$ cat src/design/swhr_pkg.sv
// shared types, constants and helpers for the single-wire humidity sensor reader
`timescale 1ns / 1ps

package swhr_pkg;

    localparam int DATA_BITS   = 40;
    localparam int PULSE_W     = 8;
    localparam int FRAME_BYTES = DATA_BITS / 8;
    localparam int ADDR_W      = $clog2(DATA_BITS);
    localparam int SCAN_W      = $clog2(DATA_BITS + 1);
    localparam int BIT_IDX_W   = 6;
    localparam int LEVEL_W     = 8;
    localparam int START_W     = 20;
    localparam int CFG_IDX_W   = 2;
    localparam int CFG_DATA_W  = 20;

    localparam logic [PULSE_W-1:0] PULSE_MAX = '1;

    localparam logic [START_W-1:0] START_TICKS_RST = 20'd18000;
    localparam logic [LEVEL_W-1:0] MAX_WAIT_RST    = 8'd100;
    localparam logic               WIDE_FORMAT_RST = 1'b1;

    localparam logic [CFG_IDX_W-1:0] CFG_START_TICKS = 2'd0;
    localparam logic [CFG_IDX_W-1:0] CFG_MAX_WAIT    = 2'd1;
    localparam logic [CFG_IDX_W-1:0] CFG_WIDE_FORMAT = 2'd2;

    // x / 10 == (x * DIV10_MUL) >> DIV10_SHIFT for any 16-bit x
    localparam logic [15:0] DIV10_MUL   = 16'd52429;
    localparam int          DIV10_SHIFT = 19;

    typedef enum logic [1:0] {
        ERR_OK       = 2'd0,
        ERR_TIMEOUT  = 2'd1,
        ERR_CHECKSUM = 2'd2
    } err_code_t;

    typedef enum logic [3:0] {
        ST_IDLE,
        ST_START,
        ST_ACK_WAIT,
        ST_ACK_LOW,
        ST_ACK_HIGH,
        ST_BIT_LOW,
        ST_BIT_HIGH,
        ST_SCAN,
        ST_CHECK,
        ST_DIV_MUL,
        ST_DIV_FIX,
        ST_EMIT,
        ST_EMIT_BAD
    } state_t;

    typedef struct packed {
        logic      fetch_init;
        logic      start_tick;
        logic      level_inc;
        logic      level_clear;
        logic      store_pulse;
        logic      scan_step;
        logic      commit_sample;
        logic      div_mul;
        logic      div_fix;
        logic      out_load;
        logic      out_drive_low;
        logic      out_busy;
        logic      out_done;
        err_code_t out_err;
    } ctrl_cmd_t;

    typedef struct packed {
        logic start_reached;
        logic timeout;
        logic last_bit;
        logic scan_done;
        logic checksum_ok;
        logic slot_free;
    } dp_status_t;

    function automatic logic [PULSE_W-1:0] sat_pulse(input logic [LEVEL_W-1:0] len);
        logic [31:0] wide_len;
        wide_len = 32'(len);
        if (wide_len > 32'(PULSE_MAX)) begin
            return PULSE_MAX;
        end
        return PULSE_W'(len);
    endfunction

endpackage

$ cat src/design/swhr_ram.sv
// generic single-port-write, registered-read ram
`timescale 1ns / 1ps

module swhr_ram #(
    parameter int WIDTH = 8,
    parameter int DEPTH = 40,
    localparam int ADDR_W = $clog2(DEPTH)
) (
    input  logic              aclk,
    input  logic              wr_en,
    input  logic [ADDR_W-1:0] wr_addr,
    input  logic [WIDTH-1:0]  wr_data,
    input  logic              rd_en,
    input  logic [ADDR_W-1:0] rd_addr,
    output logic [WIDTH-1:0]  rd_data
);

    logic [WIDTH-1:0] mem_reg [DEPTH];
    logic [WIDTH-1:0] rd_data_reg;

    always_ff @(posedge aclk) begin
        if (wr_en) begin
            mem_reg[wr_addr] <= wr_data;
        end
        if (rd_en) begin
            rd_data_reg <= mem_reg[rd_addr];
        end
    end

    assign rd_data = rd_data_reg;

endmodule

$ cat src/design/swhr_ctrl.sv
// controller state machine for the single-wire sensor fetch
`timescale 1ns / 1ps

module swhr_ctrl (
    input  logic                aclk,
    input  logic                aresetn,
    input  logic                s_valid,
    output logic                s_ready,
    input  logic                s_cmd,
    input  logic                s_line_level,
    input  swhr_pkg::dp_status_t status,
    output swhr_pkg::ctrl_cmd_t  cmd
);
    import swhr_pkg::*;

    state_t state_reg;
    state_t state_next;
    state_t level_end_next;
    logic   in_phase;
    logic   accept;
    logic   awaited;
    logic   level_match;

    always_ff @(posedge aclk) begin
        if (!aresetn) begin
            state_reg <= ST_IDLE;
        end else begin
            state_reg <= state_next;
        end
    end

    assign in_phase = (state_reg == ST_IDLE) || (state_reg == ST_START) ||
                      (state_reg == ST_ACK_WAIT) || (state_reg == ST_ACK_LOW) ||
                      (state_reg == ST_ACK_HIGH) || (state_reg == ST_BIT_LOW) ||
                      (state_reg == ST_BIT_HIGH);
    assign s_ready     = in_phase && status.slot_free;
    assign accept      = s_valid && s_ready;
    assign awaited     = !((state_reg == ST_ACK_LOW) || (state_reg == ST_BIT_LOW));
    assign level_match = (s_line_level == awaited);

    // phase after the awaited level ends
    always_comb begin
        unique case (state_reg)
            ST_ACK_WAIT: level_end_next = ST_ACK_LOW;
            ST_ACK_LOW:  level_end_next = ST_ACK_HIGH;
            ST_ACK_HIGH: level_end_next = ST_BIT_LOW;
            ST_BIT_LOW:  level_end_next = ST_BIT_HIGH;
            ST_BIT_HIGH: level_end_next = status.last_bit ? ST_SCAN : ST_BIT_LOW;
            default:     level_end_next = ST_IDLE;
        endcase
    end

    always_comb begin
        state_next = state_reg;
        unique case (state_reg)
            ST_IDLE: begin
                if (accept && s_cmd) begin
                    state_next = ST_START;
                end
            end
            ST_START: begin
                if (accept && status.start_reached) begin
                    state_next = ST_ACK_WAIT;
                end
            end
            ST_ACK_WAIT, ST_ACK_LOW, ST_ACK_HIGH, ST_BIT_LOW, ST_BIT_HIGH: begin
                if (accept) begin
                    if (!level_match) begin
                        state_next = level_end_next;
                    end else if (status.timeout) begin
                        state_next = ST_IDLE;
                    end
                end
            end
            ST_SCAN: begin
                if (status.scan_done) begin
                    state_next = ST_CHECK;
                end
            end
            ST_CHECK: begin
                state_next = status.checksum_ok ? ST_DIV_MUL : ST_EMIT_BAD;
            end
            ST_DIV_MUL: begin
                state_next = ST_DIV_FIX;
            end
            ST_DIV_FIX: begin
                state_next = ST_EMIT;
            end
            ST_EMIT, ST_EMIT_BAD: begin
                if (status.slot_free) begin
                    state_next = ST_IDLE;
                end
            end
            default: begin
                state_next = ST_IDLE;
            end
        endcase
    end

    always_comb begin
        cmd         = '0;
        cmd.out_err = ERR_OK;
        unique case (state_reg)
            ST_IDLE: begin
                cmd.fetch_init = accept && s_cmd;
            end
            ST_START: begin
                cmd.start_tick  = accept;
                cmd.level_clear = accept && status.start_reached;
            end
            ST_ACK_WAIT, ST_ACK_LOW, ST_ACK_HIGH, ST_BIT_LOW, ST_BIT_HIGH: begin
                if (accept) begin
                    if (!level_match) begin
                        cmd.level_clear = 1'b1;
                        cmd.store_pulse = (state_reg == ST_BIT_HIGH);
                    end else if (status.timeout) begin
                        cmd.out_done = 1'b1;
                        cmd.out_err  = ERR_TIMEOUT;
                    end else begin
                        cmd.level_inc = 1'b1;
                    end
                end
            end
            ST_SCAN: begin
                cmd.scan_step = 1'b1;
            end
            ST_CHECK: begin
                cmd.commit_sample = status.checksum_ok;
            end
            ST_DIV_MUL: begin
                cmd.div_mul = 1'b1;
            end
            ST_DIV_FIX: begin
                cmd.div_fix = 1'b1;
            end
            ST_EMIT: begin
                cmd.out_load = status.slot_free;
                cmd.out_done = 1'b1;
            end
            ST_EMIT_BAD: begin
                cmd.out_load = status.slot_free;
                cmd.out_done = 1'b1;
                cmd.out_err  = ERR_CHECKSUM;
            end
            default: begin
                cmd.out_load = 1'b0;
            end
        endcase
        if (accept) begin
            cmd.out_load      = (state_next != ST_SCAN);
            cmd.out_drive_low = (state_next == ST_START);
            cmd.out_busy      = (state_next != ST_IDLE);
        end
    end

endmodule

$ cat src/design/swhr_datapath.sv
// counters, pulse store, frame decode, divide-by-ten and result register
`timescale 1ns / 1ps

module swhr_datapath (
    input  logic                              aclk,
    input  logic                              aresetn,
    input  swhr_pkg::ctrl_cmd_t               cmd,
    output swhr_pkg::dp_status_t              status,
    input  logic                              cfg_valid,
    input  logic                              cfg_ready,
    input  logic [swhr_pkg::CFG_IDX_W-1:0]    cfg_index,
    input  logic [swhr_pkg::CFG_DATA_W-1:0]   cfg_data,
    output logic                              m_valid,
    input  logic                              m_ready,
    output logic                              m_drive_low,
    output logic                              m_busy_res,
    output logic                              m_done_res,
    output logic [1:0]                        m_error_code,
    output logic [12:0]                       m_humidity_whole,
    output logic [3:0]                        m_humidity_tenths,
    output logic [11:0]                       m_temp_whole,
    output logic [3:0]                        m_temp_tenths,
    output logic                              m_temp_negative
);
    import swhr_pkg::*;

    logic [START_W-1:0]   start_ticks_reg;
    logic [LEVEL_W-1:0]   max_wait_reg;
    logic                 wide_format_reg;

    logic [START_W-1:0]   start_counter_reg;
    logic [START_W-1:0]   start_counter_next;
    logic [LEVEL_W-1:0]   level_reg;
    logic [BIT_IDX_W-1:0] bit_index_reg;
    logic [PULSE_W-1:0]   shortest_reg;
    logic [PULSE_W-1:0]   longest_reg;
    logic [PULSE_W-1:0]   pulse_len;

    logic [SCAN_W-1:0]    scan_cnt_reg;
    logic                 rd_pend_reg;
    logic                 scan_issue;
    logic [PULSE_W-1:0]   rd_data;
    logic [PULSE_W:0]     thr_sum;
    logic [PULSE_W-1:0]   threshold;
    logic [DATA_BITS-1:0] frame_reg;
    logic [7:0]           frame_byte [FRAME_BYTES];
    logic [7:0]           byte_sum;

    logic [7:0]           sample_reg [4];
    logic [31:0]          hum_prod_reg;
    logic [31:0]          tmp_prod_reg;
    logic [15:0]          hum_val;
    logic [15:0]          tmp_mag;
    logic [12:0]          hum_q;
    logic [11:0]          tmp_q;
    logic [12:0]          hum_q_reg;
    logic [3:0]           hum_r_reg;
    logic [11:0]          tmp_q_reg;
    logic [3:0]           tmp_r_reg;

    logic                 m_valid_reg;
    logic                 drive_low_reg;
    logic                 busy_reg;
    logic                 done_reg;
    logic [1:0]           err_reg;
    logic [12:0]          hum_whole_reg;
    logic [3:0]           hum_tenths_reg;
    logic [11:0]          tmp_whole_reg;
    logic [3:0]           tmp_tenths_reg;
    logic                 tmp_neg_reg;

    assign start_counter_next = start_counter_reg + START_W'(1);
    assign pulse_len          = sat_pulse(level_reg);
    assign scan_issue         = cmd.scan_step && (scan_cnt_reg < SCAN_W'(DATA_BITS));
    assign thr_sum            = {1'b0, shortest_reg} + {1'b0, longest_reg};
    assign threshold          = thr_sum[PULSE_W:1];

    always_comb begin
        for (int k = 0; k < FRAME_BYTES; k++) begin
            frame_byte[k] = frame_reg[DATA_BITS-1-8*k -: 8];
        end
    end

    assign byte_sum = frame_byte[0] + frame_byte[1] + frame_byte[2] + frame_byte[3];

    assign hum_val = {sample_reg[0], sample_reg[1]};
    assign tmp_mag = {1'b0, sample_reg[2][6:0], sample_reg[3]};
    assign hum_q   = hum_prod_reg[DIV10_SHIFT +: 13];
    assign tmp_q   = tmp_prod_reg[DIV10_SHIFT +: 12];

    assign status.start_reached = (start_counter_next >= start_ticks_reg);
    assign status.timeout       = (level_reg >= max_wait_reg);
    assign status.last_bit      = (bit_index_reg == BIT_IDX_W'(DATA_BITS - 1));
    assign status.scan_done     = (scan_cnt_reg == SCAN_W'(DATA_BITS)) && !rd_pend_reg;
    assign status.checksum_ok   = (byte_sum == frame_byte[FRAME_BYTES-1]);
    assign status.slot_free     = !m_valid_reg || m_ready;

    swhr_ram #(
        .WIDTH (PULSE_W),
        .DEPTH (DATA_BITS)
    ) u_pulse_ram (
        .aclk    (aclk),
        .wr_en   (cmd.store_pulse),
        .wr_addr (bit_index_reg[ADDR_W-1:0]),
        .wr_data (pulse_len),
        .rd_en   (scan_issue),
        .rd_addr (scan_cnt_reg[ADDR_W-1:0]),
        .rd_data (rd_data)
    );

    // control and reset-valued state
    always_ff @(posedge aclk) begin
        if (!aresetn) begin
            start_ticks_reg   <= START_TICKS_RST;
            max_wait_reg      <= MAX_WAIT_RST;
            wide_format_reg   <= WIDE_FORMAT_RST;
            start_counter_reg <= '0;
            level_reg         <= '0;
            bit_index_reg     <= '0;
            shortest_reg      <= PULSE_MAX;
            longest_reg       <= '0;
            scan_cnt_reg      <= '0;
            rd_pend_reg       <= 1'b0;
            for (int k = 0; k < 4; k++) begin
                sample_reg[k] <= '0;
            end
            hum_q_reg         <= '0;
            hum_r_reg         <= '0;
            tmp_q_reg         <= '0;
            tmp_r_reg         <= '0;
            m_valid_reg       <= 1'b0;
        end else begin
            if (cfg_valid && cfg_ready) begin
                priority if (cfg_index == CFG_START_TICKS) begin
                    start_ticks_reg <= cfg_data;
                end else if (cfg_index == CFG_MAX_WAIT) begin
                    max_wait_reg <= cfg_data[LEVEL_W-1:0];
                end else if (cfg_index == CFG_WIDE_FORMAT) begin
                    wide_format_reg <= cfg_data[0];
                end
            end

            if (cmd.fetch_init) begin
                start_counter_reg <= '0;
                level_reg         <= '0;
                bit_index_reg     <= '0;
                shortest_reg      <= PULSE_MAX;
                longest_reg       <= '0;
            end else begin
                if (cmd.start_tick) begin
                    start_counter_reg <= start_counter_next;
                end
                if (cmd.level_clear) begin
                    level_reg <= '0;
                end else if (cmd.level_inc) begin
                    level_reg <= level_reg + LEVEL_W'(1);
                end
                if (cmd.store_pulse) begin
                    bit_index_reg <= bit_index_reg + BIT_IDX_W'(1);
                    if (pulse_len < shortest_reg) begin
                        shortest_reg <= pulse_len;
                    end
                    if (pulse_len > longest_reg) begin
                        longest_reg <= pulse_len;
                    end
                end
            end

            if (cmd.store_pulse) begin
                scan_cnt_reg <= '0;
                rd_pend_reg  <= 1'b0;
            end else if (cmd.scan_step) begin
                rd_pend_reg <= scan_issue;
                if (scan_issue) begin
                    scan_cnt_reg <= scan_cnt_reg + SCAN_W'(1);
                end
            end

            if (cmd.commit_sample) begin
                for (int k = 0; k < 4; k++) begin
                    sample_reg[k] <= frame_byte[k];
                end
            end

            if (cmd.div_fix) begin
                hum_q_reg <= hum_q;
                hum_r_reg <= 4'(hum_val - 16'({hum_q, 3'b000}) - 16'({hum_q, 1'b0}));
                tmp_q_reg <= tmp_q;
                tmp_r_reg <= 4'(tmp_mag - 16'({tmp_q, 3'b000}) - 16'({tmp_q, 1'b0}));
            end

            if (cmd.out_load) begin
                m_valid_reg <= 1'b1;
            end else if (m_ready) begin
                m_valid_reg <= 1'b0;
            end
        end
    end

    // payload registers
    always_ff @(posedge aclk) begin
        if (cmd.scan_step && rd_pend_reg) begin
            frame_reg <= {frame_reg[DATA_BITS-2:0], (rd_data >= threshold)};
        end
        if (cmd.div_mul) begin
            hum_prod_reg <= 32'(hum_val) * 32'(DIV10_MUL);
            tmp_prod_reg <= 32'(tmp_mag) * 32'(DIV10_MUL);
        end
        if (cmd.out_load) begin
            drive_low_reg <= cmd.out_drive_low;
            busy_reg      <= cmd.out_busy;
            done_reg      <= cmd.out_done;
            err_reg       <= cmd.out_err;
            if (wide_format_reg) begin
                hum_whole_reg  <= hum_q_reg;
                hum_tenths_reg <= hum_r_reg;
                tmp_whole_reg  <= tmp_q_reg;
                tmp_tenths_reg <= tmp_r_reg;
                tmp_neg_reg    <= sample_reg[2][7];
            end else begin
                hum_whole_reg  <= 13'(sample_reg[0]);
                hum_tenths_reg <= '0;
                tmp_whole_reg  <= 12'(sample_reg[2]);
                tmp_tenths_reg <= '0;
                tmp_neg_reg    <= 1'b0;
            end
        end
    end

    assign m_valid           = m_valid_reg;
    assign m_drive_low       = drive_low_reg;
    assign m_busy_res        = busy_reg;
    assign m_done_res        = done_reg;
    assign m_error_code      = err_reg;
    assign m_humidity_whole  = hum_whole_reg;
    assign m_humidity_tenths = hum_tenths_reg;
    assign m_temp_whole      = tmp_whole_reg;
    assign m_temp_tenths     = tmp_tenths_reg;
    assign m_temp_negative   = tmp_neg_reg;

endmodule

$ cat src/design/single_wire_humidity_sensor_reader.sv
// top level of the single-wire humidity and temperature sensor reader
`timescale 1ns / 1ps

// The input channel carries one transfer per sensor tick: s_cmd = 1 starts a
// fetch (ignored while busy), s_cmd = 0 is a plain tick; s_line_level is the
// sampled data line. Every input transfer produces exactly one result
// transfer on the m_ channel with drive_low, busy/done, error code and the
// current humidity and temperature reading.
// The cfg_ channel writes start_ticks (index 0), max_wait_ticks (1) and
// wide_format (2); it is always ready and should only be used while idle.
// An ordinary tick gives its registered result in the cycle after the
// transfer, and the next tick is taken in that same cycle, so one tick per
// cycle while m_ready is high. The tick that ends the 40th data pulse is
// followed by a registered scan of the pulse ram (one read per cycle), the
// checksum, a divide-by-ten if it passes, and the result register load.
// Reset (aresetn low, synchronous) restores the register defaults, clears
// the stored sample to zero and returns the block to idle.
// If the receiver stalls m_ready, the result waits in the output register
// and the block takes no further tick until that result is transferred.
module single_wire_humidity_sensor_reader (
    input  logic                              aclk,
    input  logic                              aresetn,
    input  logic                              s_valid,
    output logic                              s_ready,
    input  logic                              s_cmd,
    input  logic                              s_line_level,
    output logic                              m_valid,
    input  logic                              m_ready,
    output logic                              m_drive_low,
    output logic                              m_busy_res,
    output logic                              m_done_res,
    output logic [1:0]                        m_error_code,
    output logic [12:0]                       m_humidity_whole,
    output logic [3:0]                        m_humidity_tenths,
    output logic [11:0]                       m_temp_whole,
    output logic [3:0]                        m_temp_tenths,
    output logic                              m_temp_negative,
    input  logic                              cfg_valid,
    output logic                              cfg_ready,
    input  logic [swhr_pkg::CFG_IDX_W-1:0]    cfg_index,
    input  logic [swhr_pkg::CFG_DATA_W-1:0]   cfg_data
);
    import swhr_pkg::*;

    ctrl_cmd_t  cmd;
    dp_status_t status;

    assign cfg_ready = 1'b1;

    swhr_ctrl u_ctrl (
        .aclk         (aclk),
        .aresetn      (aresetn),
        .s_valid      (s_valid),
        .s_ready      (s_ready),
        .s_cmd        (s_cmd),
        .s_line_level (s_line_level),
        .status       (status),
        .cmd          (cmd)
    );

    swhr_datapath u_datapath (
        .aclk              (aclk),
        .aresetn           (aresetn),
        .cmd               (cmd),
        .status            (status),
        .cfg_valid         (cfg_valid),
        .cfg_ready         (cfg_ready),
        .cfg_index         (cfg_index),
        .cfg_data          (cfg_data),
        .m_valid           (m_valid),
        .m_ready           (m_ready),
        .m_drive_low       (m_drive_low),
        .m_busy_res        (m_busy_res),
        .m_done_res        (m_done_res),
        .m_error_code      (m_error_code),
        .m_humidity_whole  (m_humidity_whole),
        .m_humidity_tenths (m_humidity_tenths),
        .m_temp_whole      (m_temp_whole),
        .m_temp_tenths     (m_temp_tenths),
        .m_temp_negative   (m_temp_negative)
    );

endmodule
$ cat config.mk
export PLATFORM = sky130hd
export DESIGN_NAME = single_wire_humidity_sensor_reader
export DESIGN_NICKNAME = d
export VERILOG_FILES = /design/src/design/swhr_pkg.sv /design/src/design/swhr_ram.sv /design/src/design/swhr_ctrl.sv /design/src/design/swhr_datapath.sv /design/src/design/single_wire_humidity_sensor_reader.sv
export SDC_FILE = /design/constraint.sdc
export NUM_CORES = 1
export LEC_CHECK = 0
export ABC_AREA = 1
export BUFFER_PORTS_ARGS = -buffer_cell sky130_fd_sc_hd__buf_2
export CAP_MARGIN = 25
export CORE_MARGIN = 3
export CORE_UTILIZATION = 55
export DETAILED_ROUTE_END_ITERATION = 12
export GPL_ROUTABILITY_DRIVEN = 0
export GPL_TIMING_DRIVEN = 1
export PLACE_DENSITY = 0.78
export SYNTH_ARGS = -nofsm -noshare
export SYNTH_HDL_FRONTEND = slang
export SYNTH_SLANG_ARGS = --single-unit
export TNS_END_PERCENT = 30
$ cat constraint.sdc
create_clock -name aclk -period 8.7 [get_ports aclk]
set_clock_uncertainty 0.15 [all_clocks]
set_input_delay 0.87 -clock aclk [delete_from_list [all_inputs] [get_ports aclk]]
set_output_delay 0.87 -clock aclk [all_outputs]
set_load 0.03 [all_outputs]
## Yosys cells after proc, flatten, opt, wreduce, memory -nomap -nowiden

Memories as Yosys holds them, arrays and structs flattened. A register that Yosys moved wholly into a read port is not among the register bits.
Index checks and enable logic that the tools add are counted.

| word-level totals | value |
|---|---|
| bits in writable memories | 352 |
| word-level logic and storage cells | 157 |
| flip-flop bits (word level) | 266 |
| memories kept | 2 |
| output and inout bits | 42 |
| input bits | 29 |

Memories:

| name | words | width | rd ports | clocked after memory_dff | wr ports | line | RTL |
|---|---|---|---|---|---|---|---|
| u_datapath.u_pulse_ram.mem_reg | 40 | 8 | 1 | 1 | 1 | swhr_ram.sv:18 | `logic [WIDTH-1:0] mem_reg [DEPTH];` |
| u_datapath.sample_reg | 4 | 8 | 4 | 0 | 4 | swhr_datapath.sv:49 | `logic [7:0] sample_reg [4];` |

| operators by class | value |
|---|---|
| bitwise logic cells | 7 |
| equality and inequality tests | 20 |
| add/sub/neg operators | 12 |
| $lt $le $gt $ge | 6 |
| muxes and demuxes | 45 |
| reductions and logical operators | 33 |
| multiply operators | 2 |

Operators with widths:

| cell | number |
|---|---|
| 8-bit 2-to-1 mux | 6 |
| 16-bit by 16-bit multiplier with 32-bit output, second input constant | 1 |
| 4-bit case mux with 8 select lines | 1 |
| 15-bit by 16-bit multiplier with 31-bit output, second input constant | 1 |
| 4-bit 2-to-1 mux | 7 |
| 8-bit adder | 3 |
| 20-bit by 1-bit adder with 20-bit output, second input constant | 1 |
| 4-bit == test, second input constant | 5 |
| 20-bit greater-or-equal comparator | 1 |
| 4-bit case mux with 5 select lines | 1 |
| 1-bit 2-to-1 mux | 19 |
| 3-bit 2-to-1 mux | 6 |
| 4-bit by 3-bit == test with 1-bit output, second input constant | 4 |
| 8-bit greater-or-equal comparator | 2 |
| 4-bit subtractor | 4 |
| 6-bit by 1-bit adder with 6-bit output, second input constant | 2 |
| 6-bit == test, second input constant | 2 |
| 8-bit by 8-bit adder with 9-bit output | 1 |
| 8-bit by 1-bit adder with 8-bit output, second input constant | 1 |
| 4-bit by 1-bit == test with 1-bit output, second input constant | 2 |
| 4-bit by 2-bit == test with 1-bit output, second input constant | 2 |
| 8-bit == test | 1 |
| 8-bit > comparator | 1 |
| 1-bit logical OR | 8 |
| other kinds (23) | 43 |

## Longest topological paths before layout

| depth | value |
|---|---|
| word-level depth | 15 |
| gate-level depth with buffers | 26 |

## Cells and area by module

From an unflattened synthesis, not the netlist that was laid out.

| second synthesis, totals | value |
|---|---|
| cells, all modules | 3818 |
| area, all modules | 35711.8 um^2 |

Modules (own cells, without submodules):

| module | instances | area an instance (um^2) | cells an instance | sequential area each (um^2) |
|---|---|---|---|---|
| swhr_datapath | 1 | 21704.6 | 2590 | 6486.2 |
| swhr_ram | 1 | 13302.8 | 1094 | 9849.4 |
| swhr_ctrl | 1 | 693.2 | 132 | 80.1 |
| single_wire_humidity_sensor_reader | 1 | 11.3 | 2 | 0.0 |

## Worst setup path before layout

No wires, ideal clock.

| timing path | value |
|---|---|
| kind | reg2reg |
| start point | memory u_datapath.sample_reg[1][4] |
| end point | register u_datapath.hum_prod_reg[30] (data pin) |
| clock period less this slack | 5.333 ns |
| data arrival time | 4.920 ns |
| path slack | 3.367 ns |
| path buffers | 0 |
| required time | 8.288 ns |
| stages on the path, launching flop included | 20 |
| path through | edfxtp_1 > ha_1 > inv_1 > fa_1 > fa_1 > fa_1 > inv_1 > fa_1 > inv_1 > fa_1 > inv_1 > ha_1 > nand2_1 > nor4_1 > nand3_1 > nand3_1 > nand2_1 > o211ai_1 > a21oi_1 > xor2_1 |

RTL lines:

| what | line | RTL |
|---|---|---|
| start, declared | swhr_datapath.sv:49 |  |
| end signal, assigned | swhr_datapath.sv:206 | `hum_prod_reg <= 32'(hum_val) * 32'(DIV10_MUL);` |
| end, declared | swhr_datapath.sv:50 | `logic [31:0] hum_prod_reg;` |

==> key figures <==
Outcome
  • Outcome: complete, no violations

Floorplan
  • Height of the die: ~250 um
  • Die extent in x: 254 um
  • Initial Utilization: 55.8%
  • # rows: 90
  • Full die area: between 0.06 and 0.07 mm^2
  • Core area: between 0.06 and 0.07 mm^2
  • Ports: 71

Timing
  • Final-report max-slew violation count: 0
  • Final hold vios: 0
  • Setup ws final: around 2900 ps
  • RSZ-0062 raised after global routing: false
  • Slew margin rel.: between 30 and 40%
  • Period minus WS final: 5840 ps
  • Crit share post-route: about two thirds
  • Setup violators final: 0
  • Fin Setup TNS: 0 ps
  • WHS: between 200 and 300 ps
  • Maximum clock rate: ~170 MHz
  • Worst Tran Pin Value: ~1000 ps

Critical path
  • Max Fanout on Critical Path: 6
  • Critical Path End Type: flip-flop
  • Reg2reg path depth: 19
  • Slowest stage cell, crit path: fa_1
  • Reg-to-reg endpoint: u_datapath.hum_prod_reg[30]
  • CP startpoint kind: flip-flop
  • Setup CP Type: reg -> reg
  • Critical Path AT: between 6000 and 7000 ps
  • Top cell by count, worst path: fa_1
  • Reg2Reg Setup Slack: between 2000 and 3000 ps
  • Required @ worst endpoint: about 8900 ps
  • CP Launch Point: u_datapath.sample_reg[1][1]
  • Worst path max stage delay: approximately 570 ps
  • Worst r2r src: u_datapath.sample_reg[1][1]
  • Crit path cell chain: ha_1 -> inv_1 -> fa_1 -> inv_1 -> fa_1 -> fa_1 -> inv_1 -> fa_1 -> fa_1 -> inv_1 -> ha_1 -> nand2_1 -> nor4_1 -> nand3_1 -> nand3_1 -> nand2_1 -> o211ai_1 -> a21oi_1 -> xor2_1

Clocking
  • Post-CTS sizing: 0
  • Clk buf depth: 3
  • Clock slew seen by the registers of the worst setup and hold paths: 60 ps
  • TritonCTS buffer count: 60
  • Clock Tree Root: clkbuf_16
  • CTS tree: yes
  • CTS Sinks: roughly 590
  • Setup Fix Bufs, Post-CTS: 0
  • Hold-fix buffers at CTS: 0
  • Worst-skew pair later-pin latency: roughly 660 ps
  • # H-tree levels: 2

Pwr
  • Overall Power: 7.58 mW
  • Lkg Pwr: 16.1 nW
  • VDD IR max: between 0.00015 and 0.0002 V
  • PwrDens: between 200 and 250 mW/mm^2

Global route
  • GRT Util Overall: between 20 and 25%
  • Largest net degree at the start of global routing: between 90 and 100
  • Initial antenna violation count: 1
  • First-pass GRT wire length: roughly 120 mm
  • Vias in the first global route: 23,304
  • Global route total overflow: 0

Logic synthesis
  • Post-synthesis adder-cell area fraction: 21.0%
  • Netlist cell types: 52
  • Most instantiated cells after synthesis: 506 x inv_1, 464 x edfxtp_1, 407 x nor2_1, 318 x ha_1, 294 x o21ai_0
  • Synth top area share: roughly 41%
  • Mapped Area: 0.0337 mm^2
  • Synth Area in XOR/XNOR: under 10%
  • Post-synth ARST share: 0%
  • Syn_area_per_cell: approximately 10 um^2
  • Most common cell in the synthesized netlist: inv_1
  • Seq/Total Area, Yosys: around half
  • Yosys reg bits: between 500 and 600
  • Number of synthesized flops with an enable pin: 464
  • Synth Area in Simple Gates: roughly a tenth
  • Fraction of synthesized area in multiplexers: less than 1%
  • Synth area leaders: edfxtp_1 41%, ha_1 12%, fa_1 9.2%, dfxtp_1 7.4%, inv_1 5.6%
  • Syn Inst Count: ~3,300
  • Synth warn: 0
  • Compound-gate portion of the synthesized area: between 10% and 20%
  • Largest family of logic cells by synthesized area: adder cells
  • Top cell type by total area after synthesis: edfxtp_1
  • Top_reg_cell synth: edfxtp_1
  • Synthesized Nets: 3,755

Layout
  • ANT cells: 0
  • Final instance area: between 0.03 and 0.04 mm^2
  • Post-layout util: 61.1%
  • Area grow syn2layout: 9.60%
  • Finished Layout Cells: 4,144
  • Largest register FFs: 320
  • Share of cells above drive strength 1: around 7.7%
  • Layout Nets: 3,813

Place
  • Port buffer count: 69
  • Detailed placement HPWL: 55.2 mm
  • Post-place setup slack: 2940 ps
  • Dpl cell area: between 0.03 and 0.04 mm^2
  • Placed cells: between 4,000 and 5,000

Detailed routing
  • Final WL: 78.8 mm
  • Drt first-iter violations: approximately 2,100
  • Avg WL per Cell: around 19 um
  • Post-DRT Antenna Nets: 0
  • First drt pass iteration count: 6
  • Vias/cell: 5.68
  • Vias: about 24,000
  • DRC Markers: 0

Job
  • Max cap viols: 0

Worst hold path
  • WHS Endpoint: u_datapath.frame_byte[31]
  • Min-delay src: u_datapath.frame_byte[30]
  • Tightest Hold Check Type: reg -> reg
  • Hold depth: 0
==> cell usage in the layout, fill, tap and decap left out, types with 15 or more instances in the layout <==
cell type,count
inv_2,15
inv_1,505
nor3_1,21
buf_4,19
nand3_1,89
clkbuf_16,60
fa_1,155
xor2_1,52
nand2_1,293
edfxtp_1,464
o22ai_1,61
nand4_1,19
dfxtp_1,120
buf_2,69
o211ai_1,25
xnor2_1,20
o221ai_1,17
o21ai_0,294
ha_1,318
a21oi_1,161
nor2_1,404
==> cells by family after synthesis <==
family | count (synthesis)
compound gates | 624
buf+inv | 622
xor+xnor | 72
fa+ha+maj | 473
flops | 588
other cells | 1
simple gates | 863
mux | 10
==> worst max-delay path by stage <==
| stage | to | slack, ps | cells after the start |
|---|---|---|---|
| after floorplan | u_datapath.hum_prod_reg[30] | 3370 | 19 |
| after detailed placement | u_datapath.tmp_prod_reg[28] | 2940 | 18 |
| after global routing | u_datapath.hum_prod_reg[30] | 2590 | 19 |
| after CTS | u_datapath.tmp_prod_reg[28] | 2890 | 18 |
| after global placement | u_datapath.tmp_prod_reg[28] | 3040 | 18 |
| final | u_datapath.hum_prod_reg[30] | 2860 | 19 |
==> power breakdown <==
group	switching [mW]	internal [mW]	total [mW]
clock	1.12	1.51	2.64
combinational	1.18	0.670	1.85
sequential	0.0210	3.07	3.09
==> worst max-delay path: cells and delay by family, from the launching register on <==
kind / cells / cell delay, ps
AO/OA/AOI/OAI: 2 / 240
XOR/XNOR: 1 / 150
adder cells (fa/ha/maj): 7 / 3430
buffers and inverters: 4 / 240
flip-flops: 1 / 510
AND/OR/NAND/NOR: 5 / 850
==> cell type report <==
type	instances	area, um^2
clock buffers	75	1620
clock inverters	38	450
fillers	4666	23500
inverters	528	1990
multi-input cells	2043	15000
flip-flops and latches	588	16400
well taps	782	978
repair buffers	90	528
==> routing by layer <==
metal | vias to the layer above | part of all wire, % | global-route usage (%)
li1 | 11111 | - | -
met2 | 938 | 47 | 40.5
met3 | 179 | 8.4 | 4.80
met1 | 11295 | 41 | 32.9
met5 | - | 0.022 | 0
met4 | 2 | 3.8 | 9.76
(Power assumes the default switching activity.)
